[src/sv/ellipse_point_generator_macros.svh]
// Assertion helpers for the ellipse point generator.
`ifndef ELLIPSE_POINT_GENERATOR_MACROS_SVH
`define ELLIPSE_POINT_GENERATOR_MACROS_SVH

`ifndef SYNTHESIS
// Same-cycle implication.
`define EPG_ASSERT_SAME(lbl, clk_i, rst_ni, ante, cons) \
	lbl: assert property (@(posedge clk_i) disable iff (!rst_ni) (ante) |-> (cons)) \
		else $error("epg assertion failed");
// Next-cycle implication.
`define EPG_ASSERT_NEXT(lbl, clk_i, rst_ni, ante, cons) \
	lbl: assert property (@(posedge clk_i) disable iff (!rst_ni) (ante) |=> (cons)) \
		else $error("epg assertion failed");
`else
`define EPG_ASSERT_SAME(lbl, clk_i, rst_ni, ante, cons)
`define EPG_ASSERT_NEXT(lbl, clk_i, rst_ni, ante, cons)
`endif

`endif

[src/sv/epg_pkg.sv]
`default_nettype none

package epg_pkg;

	// Pipeline depth: 6 stages of quarter-wave sine, 2 of scale and offset.
	localparam int NUM_STAGES = 8;

	// Taylor coefficients of sin over a quarter turn, Q30.
	localparam logic [30:0] COEF_C1 = 31'd1686629713;
	localparam logic [30:0] COEF_C3 = 31'd693598668;
	localparam logic [30:0] COEF_C5 = 31'd85569306;
	localparam logic [30:0] COEF_C7 = 31'd5026995;
	localparam logic [30:0] COEF_C9 = 31'd172272;

	localparam logic [14:0] QUARTER_TURN = 15'd16384;

	typedef logic [14:0] ang_t;      // 0..16384 over a quarter turn
	typedef logic [28:0] ang_sq_t;   // ang squared
	typedef logic [30:0] poly_t;     // Horner partial, Q30
	typedef logic [30:0] trig_mag_t; // |sin|, Q30, may pass 2^30 slightly

	typedef struct packed {
		logic        [15:0] phase;
		logic signed [15:0] centre_x;
		logic signed [15:0] centre_y;
		logic signed [15:0] half_width;
		logic signed [15:0] half_height;
	} sample_t;

	typedef struct packed {
		logic signed [15:0] x_out;
		logic signed [15:0] y_out;
	} point_t;

	// Per-stage load enables.
	typedef struct packed {
		logic [NUM_STAGES:1] load;
	} stage_ctl_t;

endpackage

`default_nettype wire

[src/sv/epg_scale.sv]
`default_nettype none

module epg_scale (
	input  wire logic                clk,
	input  wire epg_pkg::stage_ctl_t  ctl,
	input  wire logic signed [16:0]   scale,
	input  wire epg_pkg::trig_mag_t   mag,
	input  wire logic signed [15:0]   centre,
	output logic signed [15:0]        res
);
	import epg_pkg::*;

	localparam logic signed [50:0] HALF_LSB = 51'sd536870912;

	logic signed [48:0] prod;
	logic signed [50:0] acc;
	logic signed [20:0] rnd;
	logic signed [15:0] sat;

	logic signed [48:0] prod_s7;
	logic signed [15:0] centre_s7;
	logic signed [15:0] res_s8;

	always_comb begin
		prod = 49'(scale) * 49'(signed'({1'b0, mag}));
		acc  = 51'(prod_s7) + (51'(centre_s7) <<< 30) + HALF_LSB;
		rnd  = acc[50:30]; // floor, so a half rounds up
		if (rnd > 21'sd32767) begin
			sat = 16'sh7fff;
		end else if (rnd < -21'sd32768) begin
			sat = -16'sh8000;
		end else begin
			sat = rnd[15:0];
		end
	end

	always_ff @(posedge clk) begin
		if (ctl.load[7]) begin
			prod_s7   <= prod;
			centre_s7 <= centre;
		end
		if (ctl.load[8]) begin
			res_s8 <= sat;
		end
	end

	assign res = res_s8;

endmodule

`default_nettype wire

[config.mk]
export PLATFORM = sky130hd
export DESIGN_NAME = epg_scale
export DESIGN_NICKNAME = d
export VERILOG_FILES = /design/src/sv/ellipse_point_generator_macros.svh /design/src/sv/epg_pkg.sv /design/src/sv/epg_scale.sv
export SDC_FILE = /design/constraint.sdc
export NUM_CORES = 1
export LEC_CHECK = 0
export BUFFER_PORTS_ARGS = -buffer_cell sky130_fd_sc_hd__buf_4
export CORE_AREA = 2 2 278 280
export DETAILED_ROUTE_END_ITERATION = 16
export DIE_AREA = 0 0 280 282
export HOLD_SLACK_MARGIN = 0.08
export PLACE_DENSITY = 0.44
export SYNTH_ARGS = -nofsm -noshare
export SYNTH_HDL_FRONTEND = slang
export SYNTH_SLANG_ARGS = --single-unit
[constraint.sdc]
create_clock -name clk -period 17.5 [get_ports clk]
set_clock_uncertainty 0.2 [all_clocks]
set_input_delay 1.75 -clock clk [delete_from_list [all_inputs] [get_ports clk]]
set_output_delay 1.75 -clock clk [all_outputs]
set_load 0.005 [all_outputs]
==> flow_metrics.py <==
metrics = {
    "status": {
        "status": "completed",
    },
    "sta": {
        "fin_crit_sh_pct": 50.32,
        "holdWs_ps": 620.0,
        "slew_violations": 0,
        "max_slew_margin_pct": 34.91,
        "finalSetupTns_ps": 0,
        "max_freq_ghz": 0.1136,
        "setup_viol": 0,
        "timing.final.ws_setup_ps": 8695,
        "finalHoldViolations": 0,
        "grt_setup_unrepaired": "no",
        "finalCriticalPeriod_ps": 8805,
        "worst-slew-pin-transition_ps": 970.4,
    },
    "final_layout": {
        "layout_common_cells": "inv_1, fa_1, nand2_1",
        "antenna_cells": 0,
        "area_growth_pct": 8.866,
        "layoutNonFillerInstCount": 2965,
        "nNetsFinal": 2664,
        "drive_gt1_share_pct": 5.385,
        "final_common_cell": "inv_1",
    },
    "drt": {
        "drc": 0,
        "wl_um": 51880,
        "drt_iter0_markers": 492,
        "routedWlPerCell_um": 17.50,
        "firstDrtPassIters": 5,
        "vias": 13060,
        "ant_nets": 0,
        "via_per_inst": 4.404,
    },
    "global_route": {
        "antenna_found_initial": 1,
        "track_usage_pct": 13.69,
        "grt_pass1_wl_um": 84600,
        "grt_pass1_vias": 14890,
        "grt_max_degree": 37,
        "overflow": 0,
    },
    "clocking": {
        "cts_sinks": 52,
        "cts_tree": "done",
        "cts_buffer_depth": 2,
        "clockRootBuffer": "clkbuf_16",
        "cts_setup_buffers": 0,
        "clk_latency_ps": 290,
        "cts_max_level": 2,
        "cts_resized": 0,
        "numCtsBuffers": 5,
        "ctsHoldBuffers": 0,
        "clkSlewWorstSetupHoldPaths_ps": 60,
    },
    "synthesis": {
        "netlist_instances": 1984,
        "synth_edf_count": 52,
        "avgSynthCellArea_um2": 9.496,
        "ys.flop_type": "edfxtp_1",
        "syn-num-nets": 2662,
        "ys_seq_elements": 52,
        "async_reset_ff_share_pct": 0,
        "ys_seq_area_share_pct": 8.289,
        "ys_types": 58,
        "yosys_warnings": 0,
        "netlist_area_um2": 18840,
    },
    "place": {
        "dp_cells": 2957,
        "dp_hpwl_um": 39210,
        "gp_congestion": 0.8012,
        "port_buffers": 82,
        "place_ws_ps": 8185,
    },
    "hold_path": {
        "min_to": "res[0]$_SDFFCE_PN1P_",
        "worstHoldStart": "centre_s7[0]$_DFFE_PP_",
        "worstHoldPathCells": 3,
        "min_path_type": "reg -> reg",
    },
    "floorplanning": {
        "io_pins": 89,
        "fp-row-count": 101,
        "die-area_um2": 78960,
        "start_util_pct": 24.89,
        "design.core.area_um2": 75700,
        "die_w_um": 280,
        "die_y_um": 282,
    },
    "worst_setup_path": {
        "crit_required_ps": 17410,
        "path_max_fanout": 26,
        "reg2reg_to": "res[2]$_SDFFCE_PN1P_",
        "crit_path_start": "scale[16]",
        "crit_type": "in -> reg",
        "r2r-start": "prod_s7[29]$_DFFE_PP_",
        "rr_worst_depth": 9,
        "worst_setup_path_end_kind": "register",
        "ff2ff_setup_slack_ps": 13540,
        "cp-start-kind": "input pin",
        "cp.arrival_ps": 8710,
    },
    "run": {
        "cap_violations": 0,
    },
}
[layer usage]
| metal | wire (µm) | vias up | GRT usage, % |
|---|---|---|---|
| met2 | 24580 | 255 | 23.88 |
| met5 | 0 | - | 0 |
| li1 | - | 5916 | - |
| met3 | 1785 | 38 | 0.7789 |
| met4 | 680 | 0 | 1.783 |
| met1 | 24840 | 6850 | 19.16 |
[registers in the layout, indices dropped and copies added (netlist names)]
register	flops
res	16
centre_s7	16
prod_s7	20
[cells by family after synthesis]
logic type | count (synthesis) | share of synthesized area [%]
adder cells (fa/ha/maj) | 605 | 57.47
AND/OR/NAND/NOR | 603 | 16.04
buffers and inverters | 544 | 10.93
AO/OA/AOI/OAI | 147 | 5.738
flip-flops | 52 | 8.289
XOR/XNOR | 33 | 1.534
[cell usage after synthesis (all sizes together) (8+ instances only)]
| cell | count | share of area [%] |
|---|---|---|
| inv | 456 | 9.1 |
| fa | 434 | 46 |
| nand2 | 265 | 5.3 |
| and2 | 247 | 8.2 |
| ha | 171 | 11 |
| clkbuf | 83 | 1.7 |
| edfxtp | 52 | 8.3 |
| nor2 | 40 | 0.80 |
| a21oi | 36 | 0.96 |
| o21ai | 29 | 0.83 |
| xnor2 | 22 | 1.0 |
| a21o | 19 | 0.76 |
| o22ai | 15 | 0.53 |
| nand2b | 13 | 0.43 |
| xor2 | 11 | 0.51 |
| and3 | 10 | 0.33 |
| a211oi | 9 | 0.41 |
| nand3 | 8 | 0.21 |
[worst max-delay path, stage by stage]
cell	delay, ps
buf_4	160
clkinv_1	770
nor2_1	370
fa_1	470
fa_1	480
fa_1	530
fa_1	440
fa_1	490
inv_1	50
fa_1	470
inv_1	50
ha_1	340
a21o_1	180
a21o_1	180
a211oi_1	570
nand4_1	360
o211ai_1	370
nand2_1	170
a21o_1	200
a311oi_1	270
[cell type report]
cell class | count | area [µm²]
sequential | 52 | 1562
timing repair buffer | 82 | 615.6
tap | 978 | 1224
multi-input combinational | 1388 | 15230
inverter | 457 | 1715
fill | 7959 | 55190
clock buffer | 6 | 128.9
clock inverter | 2 | 38.79
[stage by stage]
step           util, %  instance area (µm²)
2_1_floorplan        -                18840
3_3_place_gp     26.87                20340
3_5_place_dp     26.87                20340
4_1_cts          27.09                20510
5_1_grt          27.09                20510
6_report         27.09                20510
[worst max-delay path by stage]
stage | endpoint | slack (ps) | cells past startpoint
6_report | prod_s7[48]$_DFFE_PP_ | 8690 | 20
5_1_grt | prod_s7[40]$_DFFE_PP_ | 8170 | 20
2_1_floorplan | prod_s7[40]$_DFFE_PP_ | 9900 | 19
3_5_place_dp | prod_s7[40]$_DFFE_PP_ | 8190 | 20
4_1_cts | prod_s7[40]$_DFFE_PP_ | 8530 | 20
3_3_place_gp | prod_s7[40]$_DFFE_PP_ | 8200 | 20
Power is not shown: default switching activity piles up to over one toggle a cycle in this logic, so the estimate is an artifact.
